==> src/rtl/core/lcnc_pkg.sv <==
// Shared types, constants and digit functions for the Luhn card number classifier.
package lcnc_pkg;

    localparam int CARD_W     = 63;
    localparam int BCD_DIGITS = 19;
    localparam int DIGIT_W    = 4;
    localparam int BCD_W      = BCD_DIGITS * DIGIT_W;
    localparam int STEP_W     = $clog2(CARD_W);
    localparam int IDX_W      = $clog2(BCD_DIGITS);
    localparam int COUNT_W    = 5;

    typedef logic [DIGIT_W-1:0] digit_t;

    typedef enum logic [1:0] {
        VERDICT_INVALID    = 2'd0,
        VERDICT_MASTERCARD = 2'd1,
        VERDICT_AMEX       = 2'd2,
        VERDICT_VISA       = 2'd3
    } verdict_t;

    typedef struct packed {
        logic               done;
        verdict_t           verdict;
        logic [COUNT_W-1:0] digit_count;
        logic               luhn_ok;
    } scan_res_t;

    // A doubled digit with its two decimal digits added together.
    function automatic digit_t double_fold(input digit_t d);
        digit_t r;
        case (d)
            4'd0:    r = 4'd0;
            4'd1:    r = 4'd2;
            4'd2:    r = 4'd4;
            4'd3:    r = 4'd6;
            4'd4:    r = 4'd8;
            4'd5:    r = 4'd1;
            4'd6:    r = 4'd3;
            4'd7:    r = 4'd5;
            4'd8:    r = 4'd7;
            4'd9:    r = 4'd9;
            default: r = 4'd0;
        endcase
        return r;
    endfunction

    function automatic verdict_t classify(input digit_t hi, input digit_t lo);
        verdict_t v;
        v = VERDICT_INVALID;
        if (hi == 4'd5 && lo >= 4'd1 && lo <= 4'd5)
            v = VERDICT_MASTERCARD;
        else if (hi == 4'd3 && (lo == 4'd4 || lo == 4'd7))
            v = VERDICT_AMEX;
        else if (hi == 4'd4)
            v = VERDICT_VISA;
        return v;
    endfunction

endpackage

==> src/rtl/core/lcnc_bcd_conv.sv <==
// Bit-serial binary to decimal converter using shift and add-three.
module lcnc_bcd_conv
    import lcnc_pkg::*;
(
    input  logic              clk,
    input  logic              rst_n,
    input  logic              start,
    input  logic [CARD_W-1:0] card_number,
    output logic              done,
    output logic [BCD_W-1:0]  bcd
);

    logic [CARD_W-1:0] bin_reg, bin_next;
    logic [BCD_W-1:0]  bcd_reg, bcd_next;
    logic [BCD_W-1:0]  adj;
    logic [STEP_W-1:0] step_reg, step_next;
    logic              busy_reg, busy_next;
    logic              done_reg, done_next;

    always_comb
    begin
        for (int k = 0; k < BCD_DIGITS; k++)
        begin
            if (bcd_reg[k*DIGIT_W +: DIGIT_W] >= 4'd5)
                adj[k*DIGIT_W +: DIGIT_W] = bcd_reg[k*DIGIT_W +: DIGIT_W] + 4'd3;
            else
                adj[k*DIGIT_W +: DIGIT_W] = bcd_reg[k*DIGIT_W +: DIGIT_W];
        end
    end

    always_comb
    begin
        bin_next  = bin_reg;
        bcd_next  = bcd_reg;
        step_next = step_reg;
        busy_next = busy_reg;
        done_next = 1'b0;
        if (start)
        begin
            bin_next  = card_number;
            bcd_next  = '0;
            step_next = '0;
            busy_next = 1'b1;
        end
        else if (busy_reg)
        begin
            bin_next  = {bin_reg[CARD_W-2:0], 1'b0};
            bcd_next  = {adj[BCD_W-2:0], bin_reg[CARD_W-1]};
            step_next = step_reg + 1'b1;
            if (step_reg == STEP_W'(CARD_W - 1))
            begin
                busy_next = 1'b0;
                done_next = 1'b1;
            end
        end
    end

    always_ff @(posedge clk or negedge rst_n)
    begin
        if (!rst_n)
        begin
            busy_reg <= 1'b0;
            done_reg <= 1'b0;
            step_reg <= '0;
        end
        else
        begin
            busy_reg <= busy_next;
            done_reg <= done_next;
            step_reg <= step_next;
        end
    end

    always_ff @(posedge clk)
    begin
        bin_reg <= bin_next;
        bcd_reg <= bcd_next;
    end

    assign done = done_reg;
    assign bcd  = bcd_reg;

endmodule

==> src/rtl/core/lcnc_digit_scan.sv <==
// Digit scanner: counts digits, forms the Luhn sum and picks the two leading digits.
module lcnc_digit_scan
    import lcnc_pkg::*;
(
    input  logic             clk,
    input  logic             rst_n,
    input  logic             start,
    input  logic [BCD_W-1:0] bcd,
    output scan_res_t        res
);

    logic [BCD_W-1:0]   digits_reg, digits_next;
    logic [IDX_W-1:0]   idx_reg, idx_next;
    logic [COUNT_W-1:0] count_reg, count_next;
    digit_t             sum_reg, sum_next;
    digit_t             prev_reg, prev_next;
    digit_t             hi_reg, hi_next;
    digit_t             lo_reg, lo_next;
    logic               busy_reg, busy_next;
    logic               fin_reg, fin_next;
    digit_t             cur;
    digit_t             addend;
    logic [DIGIT_W:0]   sum_wide;
    logic               len_ok;
    logic               pass;

    assign cur      = digits_reg[DIGIT_W-1:0];
    assign addend   = idx_reg[0] ? double_fold(cur) : cur;
    assign sum_wide = {1'b0, sum_reg} + {1'b0, addend};

    always_comb
    begin
        digits_next = digits_reg;
        idx_next    = idx_reg;
        count_next  = count_reg;
        sum_next    = sum_reg;
        prev_next   = prev_reg;
        hi_next     = hi_reg;
        lo_next     = lo_reg;
        busy_next   = busy_reg;
        fin_next    = fin_reg;
        if (start)
        begin
            digits_next = bcd;
            idx_next    = '0;
            count_next  = '0;
            sum_next    = '0;
            prev_next   = '0;
            hi_next     = '0;
            lo_next     = '0;
            busy_next   = 1'b1;
            fin_next    = 1'b0;
        end
        else if (busy_reg)
        begin
            digits_next = {{DIGIT_W{1'b0}}, digits_reg[BCD_W-1:DIGIT_W]};
            idx_next    = idx_reg + 1'b1;
            prev_next   = cur;
            if (sum_wide >= (DIGIT_W+1)'(10))
                sum_next = DIGIT_W'(sum_wide - (DIGIT_W+1)'(10));
            else
                sum_next = DIGIT_W'(sum_wide);
            if (cur != '0)
            begin
                count_next = COUNT_W'(idx_reg) + 1'b1;
                hi_next    = cur;
                lo_next    = prev_reg;
            end
            if (idx_reg == IDX_W'(BCD_DIGITS - 1))
            begin
                busy_next = 1'b0;
                fin_next  = 1'b1;
            end
        end
    end

    always_ff @(posedge clk or negedge rst_n)
    begin
        if (!rst_n)
        begin
            busy_reg <= 1'b0;
            fin_reg  <= 1'b0;
            idx_reg  <= '0;
        end
        else
        begin
            busy_reg <= busy_next;
            fin_reg  <= fin_next;
            idx_reg  <= idx_next;
        end
    end

    always_ff @(posedge clk)
    begin
        digits_reg <= digits_next;
        count_reg  <= count_next;
        sum_reg    <= sum_next;
        prev_reg   <= prev_next;
        hi_reg     <= hi_next;
        lo_reg     <= lo_next;
    end

    assign len_ok = (count_reg == COUNT_W'(13)) || (count_reg == COUNT_W'(15))
                 || (count_reg == COUNT_W'(16));
    assign pass   = len_ok && (sum_reg == '0);

    always_comb
    begin
        res.done        = fin_reg;
        res.digit_count = count_reg;
        res.luhn_ok     = pass;
        res.verdict     = pass ? classify(hi_reg, lo_reg) : VERDICT_INVALID;
    end

endmodule

==> src/rtl/core/luhn_card_number_classifier.sv <==
// Top level of the Luhn card number classifier with handshake control and result register.
// Each card number passes from acceptance to result through bit-serial shift-and-add-three
// conversion to 19 decimal digits, a hand-off of the digits to the scanner, a walk of the
// digit scanner over the digits from the units upwards, and a load of the result register.
// The next item can be accepted in the cycle after that load. If the previous result is
// still waiting, the finished item is held in the scanner and the input stays stalled
// until the result register is free. One item is worked on at a time; a new item is
// accepted while the previous result still waits in the output register. The result gives
// the digit count, the Luhn flag (set only for 13, 15 or 16 digits with a sum divisible by
// ten) and the verdict.
module luhn_card_number_classifier
    import lcnc_pkg::*;
(
    input  logic               clk,
    input  logic               rst_n,
    input  logic               req_valid,
    output logic               req_ready,
    input  logic [CARD_W-1:0]  card_number,
    output logic               res_valid,
    input  logic               res_ready,
    output logic [1:0]         verdict,
    output logic [COUNT_W-1:0] digit_count,
    output logic               luhn_ok
);

    typedef enum logic [2:0] {
        S_IDLE = 3'b001,
        S_CONV = 3'b010,
        S_SCAN = 3'b100
    } state_t;

    state_t             state_reg, state_next;
    logic               out_valid_reg, out_valid_next;
    verdict_t           verdict_reg;
    logic [COUNT_W-1:0] count_reg;
    logic               ok_reg;
    logic               accept;
    logic               conv_done;
    logic [BCD_W-1:0]   bcd;
    scan_res_t          scan_res;
    logic               load;

    assign req_ready = (state_reg == S_IDLE);
    assign accept    = req_valid && req_ready;
    assign load      = (state_reg == S_SCAN) && scan_res.done && (!out_valid_reg || res_ready);

    lcnc_bcd_conv u_conv (
        .clk         (clk),
        .rst_n       (rst_n),
        .start       (accept),
        .card_number (card_number),
        .done        (conv_done),
        .bcd         (bcd)
    );

    lcnc_digit_scan u_scan (
        .clk   (clk),
        .rst_n (rst_n),
        .start (conv_done),
        .bcd   (bcd),
        .res   (scan_res)
    );

    always_comb
    begin
        state_next = state_reg;
        unique case (state_reg)
            S_IDLE:
            begin
                if (accept)
                    state_next = S_CONV;
            end
            S_CONV:
            begin
                if (conv_done)
                    state_next = S_SCAN;
            end
            S_SCAN:
            begin
                if (load)
                    state_next = S_IDLE;
            end
            default: state_next = S_IDLE;
        endcase
    end

    always_comb
    begin
        out_valid_next = out_valid_reg;
        if (load)
            out_valid_next = 1'b1;
        else if (res_ready)
            out_valid_next = 1'b0;
    end

    always_ff @(posedge clk or negedge rst_n)
    begin
        if (!rst_n)
        begin
            state_reg     <= S_IDLE;
            out_valid_reg <= 1'b0;
        end
        else
        begin
            state_reg     <= state_next;
            out_valid_reg <= out_valid_next;
        end
    end

    always_ff @(posedge clk)
    begin
        if (load)
        begin
            verdict_reg <= scan_res.verdict;
            count_reg   <= scan_res.digit_count;
            ok_reg      <= scan_res.luhn_ok;
        end
    end

    assign res_valid   = out_valid_reg;
    assign verdict     = verdict_reg;
    assign digit_count = count_reg;
    assign luhn_ok     = ok_reg;

`ifndef SYNTHESIS
    assert property (@(posedge clk) disable iff (!rst_n) $onehot(state_reg))
        else $error("State register is not one-hot.");

    assert property (@(posedge clk) disable iff (!rst_n) accept |=> state_reg == S_CONV)
        else $error("Accepted item did not start conversion.");

    assert property (@(posedge clk) disable iff (!rst_n)
        (res_valid && !luhn_ok) |-> verdict == VERDICT_INVALID)
        else $error("Verdict given without a Luhn pass.");

    assert property (@(posedge clk) disable iff (!rst_n)
        (res_valid && luhn_ok) |-> (digit_count == COUNT_W'(13)
            || digit_count == COUNT_W'(15) || digit_count == COUNT_W'(16)))
        else $error("Luhn pass reported for a disallowed length.");
`endif

endmodule
==> config.mk <==
export PLATFORM = sky130hd
export DESIGN_NAME = luhn_card_number_classifier
export DESIGN_NICKNAME = d
export VERILOG_FILES = /design/src/rtl/core/lcnc_pkg.sv /design/src/rtl/core/lcnc_bcd_conv.sv /design/src/rtl/core/lcnc_digit_scan.sv /design/src/rtl/core/luhn_card_number_classifier.sv
export SDC_FILE = /design/constraint.sdc
export NUM_CORES = 1
export LEC_CHECK = 0
export ABC_AREA = 1
export BUFFER_PORTS_ARGS = -buffer_cell sky130_fd_sc_hd__buf_2
export CELL_PAD_IN_SITES_DETAIL_PLACEMENT = 1
export CELL_PAD_IN_SITES_GLOBAL_PLACEMENT = 2
export CORE_MARGIN = 4
export CORE_UTILIZATION = 41
export DETAILED_ROUTE_END_ITERATION = 7
export HOLD_SLACK_MARGIN = 0.02
export PLACE_DENSITY_LB_ADDON = 0.1
export SLEW_MARGIN = 40
export SYNTH_ARGS = -nofsm -noshare
export SYNTH_HDL_FRONTEND = slang
export SYNTH_SLANG_ARGS = --single-unit
export TNS_END_PERCENT = 50
==> constraint.sdc <==
create_clock -name clk -period 6.8 [get_ports clk]
set_input_delay 1.02 -clock clk [delete_from_list [all_inputs] [get_ports clk]]
set_output_delay 1.02 -clock clk [all_outputs]
set_load 0.01 [all_outputs]
Yosys cells after proc, flatten, opt, wreduce, memory -nomap -nowiden
Memories as Yosys holds them, arrays and structs flattened. A register that Yosys moved wholly into a read port is not among the register bits.
Cells that the tools add are included.
{"block": "totals", "memories": 1, "out_inout_bits": 10, "in_bits": 67, "mem_bits_ro": 64, "regBits": 263}
{"memory": "(name not given)", "depth": 16, "width": 4, "rd": 1, "rd_ports_with_merged_regs": 1, "write_ports": 0, "line_no": "lcnc_pkg.sv:31", "source": "case (d)"}
{"block": "op_classes", "eq_ne": 16, "n_reduce_logical": 22, "add_sub_neg": 23, "n_mux": 51, "order_cmp": 22, "n_bitwise": 1}
{"cell": "$mux 76", "n": 2}
{"cell": "$mux 63", "n": 2}
{"cell": "$mux 4", "n": 21}
{"cell": "$ge 4x3->1 const B", "n": 19}
{"cell": "$add 4x2->4 const B", "n": 18}
{"cell": "$eq 4x3->1 const B", "n": 4}
{"cell": "$mux 1", "n": 15}
{"cell": "$mux 3", "n": 4}
{"cell": "$mux 6", "n": 2}
{"cell": "$eq 5x4->1 const B", "n": 2}
{"cell": "$eq 5x5->1 const B", "n": 2}
{"cell": "$mux 5", "n": 2}
{"cell": "$pmux 3 s3", "n": 1}
{"cell": "$reduce_bool 2->1", "n": 4}
{"cell": "$logic_and 1x1->1", "n": 7}
{"cell": "$add 6x1->6 const B", "n": 1}
{"cell": "$eq 6x6->1 const B", "n": 1}
{"cell": "$add 4x4->5", "n": 1}
{"cell": "$add 5x1->5 const B", "n": 1}
{"cell": "$ge 5x4->1 const B", "n": 1}
{"cell": "$eq 4x2->1 const B", "n": 1}
{"cell": "$ge 4x1->1 const B", "n": 1}
{"cell": "$le 4x3->1 const B", "n": 1}
{"cell": "$logic_not 4->1", "n": 1}
{"cell": "other kinds (15)", "n": 21}

Longest topological paths before layout
{"block": "depth", "word_depth": 6, "depth_mapped": 15}

Hierarchy
From an unflattened synthesis, not the netlist that was laid out.
{"block": "hier_totals", "hier_cells": 1523, "hier_area_um2": 12649.6}
{"mod": "lcnc_bcd_conv", "cells_per_inst": 950, "instances": 1, "seq_area_each_um2": 3613.5, "area_per_inst_um2": 7360.8}
{"mod": "lcnc_digit_scan", "cells_per_inst": 533, "instances": 1, "seq_area_each_um2": 2957.8, "area_per_inst_um2": 4829.6}
{"mod": "luhn_card_number_classifier", "cells_per_inst": 40, "instances": 1, "seq_area_each_um2": 341.6, "area_per_inst_um2": 459.2}

Least setup slack after synthesis
No wires, ideal clock.
{"block": "synth_path", "path_kind": "register -> register", "startpoint": "register u_scan.busy_reg", "endpoint": "register (tool-made name)", "stages_incl_launch_ff": 8, "slack_ns": 3.983, "n_path_buf": 0, "setup_ns": 0.121, "t_arrival_ns": 2.696, "cell_sequence": "dfrtp_1 -> nor2_8 -> inv_1 -> nand2_1 -> o21ai_2 -> nor2_2 -> nand2_1 -> nand3_1"}
{"item": "start, declared", "line_no": "lcnc_digit_scan.sv:19", "source": "logic busy_reg, busy_next;"}
{"item": "start signal, assigned", "line_no": "lcnc_digit_scan.sv:87", "source": "busy_reg <= busy_next;"}

Worst setup path after layout
{"block": "layout_path", "startpoint": "input req_valid", "endpoint": "register u_conv.bcd_reg[10], in the netlist u_conv.bcd[10]"}
{"block": "layout_via", "elab_chain_cells": 1}
{"item": "start, declared", "line_no": "luhn_card_number_classifier.sv:16", "source": "input logic req_valid,"}
{"item": "$logic_and 1x1->1", "line_no": "luhn_card_number_classifier.sv:44", "source": "assign accept = req_valid && req_ready;"}
{"item": "end signal, assigned", "line_no": "lcnc_bcd_conv.sv:77", "source": "bcd_reg <= bcd_next;"}
{"item": "end, declared", "line_no": "lcnc_bcd_conv.sv:14", "source": "logic [BCD_W-1:0] bcd_reg, bcd_next;"}
No other way between the ends.
A chain may end at the register's enable or synchronous reset.

==> flow_summary_export.csv <==
group,metric,value,unit
run_status,status,"finished clean",
floorplan,coreArea,29600,um2
drt,drcViolationCount,0,
power,pwr-share-clk,47.3,%
setup_path,path_class,"in2reg",
logic_synthesis,synthTopCellsByCount,"369 x nand2_1, 210 x o21ai_0, 163 x inv_1",
setup_path,cp-end-kind,"flop",
logic_synthesis,syn_area,12300,um2
placed_design,gp_congestion,0.746,
logic_synthesis,syn_inst,1362,
placed_design,dp.final_hpwl,18100,um
grt,gr-total-overflow,0,
finish,fin_area,13900,um2
power,swShare,20.4,%
finish,synthToLayoutAreaGrowth,13.1,%
hold_path,hp-class,"in2async",
power,p_sw,0.000661,W
grt,antenna_found_initial,1,
cts,clock_latency,0.56,ns
drt,vias,9221,
power,power.leakage,5.91,nW
grt,grt_pass1_wl,47700,um
sta,fin_skew,0.0108,ns
setup_path,worstPathRequired,7.25,ns
drt,final_antenna_net_count,0,
grt,grt_use_met3,2.48,%
logic_synthesis,avgSynthCellArea,9.04,um2
sta,tns,0,ns
sta,slew_viol_final,0,
finish,antenna_cells,0,
sta,min_period,2.77,ns
logic_synthesis,synth_largest_area_cell,"edfxtp_1",
cts,htree_num_levels,1,
grt,met1_usage,23.3,%
logic_synthesis,yosys-top-cells-area,"edfxtp_1 36%, dfxtp_1 16%, nand2_1 11%, o21ai_0 8.5%, inv_1 5.0%",
cts,postCtsHoldBufs,0,
setup_path,startpoint,"req_valid",
finish,drive_gt1_share,10.6,%
sta,setup_viol,0,
floorplan,die_y,181,um
power,power_density,233,nW/um2
sta,tightest_slew,0.693,ns
logic_synthesis,netlist.area_leader.share,35.8,%
setup_path,r2r-end,"u_conv.bcd[10]$_SDFFE_PP0P_",
power,p_int,0.00258,W
setup_path,crit_top_cell,"nand2_4",
cts,cts_resized,0,
sta,hold_viol_final,0,
grt,grt_use_total,17.2,%
logic_synthesis,ys.warnings.count,0,
setup_path,reg2reg_depth,8,
floorplan,die_w,181,um
grt,grt_max_degree,108,
drt,routed_wl,28600,um
run,cap_violations,0,
sta,slew_headroom,53.8,%
setup_path,startpoint_type,"input pin",
cts,cts_setup_buffers,0,
logic_synthesis,synth_flop_cell,"edfxtp_1",
placed_design,dpl_cell_area,13000,um2
grt,use_met2,29.7,%
setup_path,crit_chain,"buf_2 -> nand2_4 -> buf_6 -> nand2_4 -> inv_2 -> o211ai_1 -> o21ai_0",
setup_path,cp_max_fo,77,
sta,min_period_over_period,40.7,%
logic_synthesis,yosysMostFrequentCell,"nand2_1",
power,seqPwrFrac,52.0,%
cts,clk_pin_slew,0.06,ns
cts,cts_buffers,31,
drt,dr.pass1.iters,4,
power,irDropWorstVdd,0.283,mV
floorplan,start_util,41.5,%
power,comb_power_share,0.7,%
cts,cts_tree,"yes",
drt,routedWlPerCell,15.6,um
logic_synthesis,ys_types,43,
logic_synthesis,async_flop_share,7.12,%
logic_synthesis,synth_edf_count,147,
setup_path,cp_top_family,"buffers and inverters",
floorplan,num_rows,63,
sta,fmax,361,MHz
cts,clk_path_buf_depth,3,
floorplan,pin_count,77,
logic_synthesis,yosysSeqAreaShare,56.1,%
sta,rsz0062_at_grt,"false",
setup_path,critPathArrivalTime,3.22,ns
finish,nNetsFinal,1539,
cts,cts.sinks,267,
placed_design,dp_slack,3.06,ns
setup_path,crit_buf_inv,3,
setup_path,rr_startpoint,"state_reg[0]$_DFFE_PN1P_",
floorplan,dieArea,32900,um2
grt,grt_pass1_vias,9609,
grt,top_usage_layer,"met2",
setup_path,slowest_delay,0.63,ns
setup_path,rrSetupSlack,4.06,ns
drt,first_iter_violations,435,
logic_synthesis,syn_nets,1477,
drt,routed_via_density,5.01,
placed_design,io_buffer_count,76,
sta,fin_ws,4.03,ns
cts,cts_root_buf,"clkbuf_16",
setup_path,slowest_stage,"inv_2",
logic_synthesis,synth-seq-cells,267,
setup_path,path_depth,7,
## layout make-up
class | instances | area, um2
Clock buffer | 45 | 868
Clock inverter | 13 | 67.6
Fill cell | 3542 | 15700
Inverter | 166 | 632
Multi-Input combinational cell | 876 | 4530
Sequential cell | 267 | 6910
Tap cell | 390 | 488
Timing Repair Buffer | 82 | 433
## worst max path at each step
stage | endpoint
floorplan | flop
global placement | u_conv.bcd[38]$_SDFFE_PP0P_
detailed placement | u_conv.bcd[66]$_SDFFE_PP0P_
CTS | u_conv.bcd[10]$_SDFFE_PP0P_
global route | u_conv.bcd[10]$_SDFFE_PP0P_
finish | u_conv.bcd[10]$_SDFFE_PP0P_
## logic make-up (layout without fill, tap and decap cells)
kind of cell | after synthesis | in the layout | synth area share, %
and+or+nand+nor | 486 | 486 | 16.1
AOI/OAI and AO/OA | 325 | 325 | 14.4
DFF | 267 | 267 | 56.1
buffers and inverters | 219 | 306 | 7.25
adders and majority gates | 48 | 48 | 4.94
xor gates and xnor gates | 17 | 17 | 1.21
## power by group through the flow
stage	clock (W)	sequential, W	combinational, W
floorplan	0	0.00172	0.000000220
global placement	0	0.00172	0.0000224
detailed placement	0	0.00172	0.0000220
CTS	0.00158	0.00169	0.0000221
global route	0.00165	0.00169	0.0000240
finish	0.00153	0.00169	0.0000214
## placed cells by master, fill, tap and decap left out, drive strengths merged, types with 9 or more instances in the layout
cell type	Yosys	final
nor3	24	24
dfrtp	18	18
clkinv	0	11
nor2	40	40
dfxtp	101	101
nand3	39	39
clkbuf	20	45
a21oi	56	56
buf	33	82
ha	47	47
nand2	372	372
inv	166	167
edfxtp	147	147
xor2	16	16
o21ai	225	225
o211ai	24	24
o22ai	9	9
## metrics by stage
stage	hold slack, ns	utilization, %	cells	total power (W)
final	0.418	47.0	1839	0.00324
after global placement	0.444	43.8	1781	0.00174
after floorplan	0.423	-	1362	0.00172
after CTS	0.420	47.0	1839	0.00329
after global routing	0.437	47.0	1839	0.00336
after detailed placement	0.449	43.8	1781	0.00174
## worst register-to-register path: cells and delay by family (launching register included)
family          cells  cell delay (ns)
simple gates        3             0.76
buf+inv             3             1.23
flops               1             0.37
compound gates      2             0.30
## layer usage
layer | vias to the layer above | wire [um]
li1 | 4663 | -
met1 | 4425 | 13600
met2 | 90 | 13700
met3 | 41 | 768
met4 | 2 | 514
met5 | - | 13
Note: power is estimated with default switching activity, not from simulation.
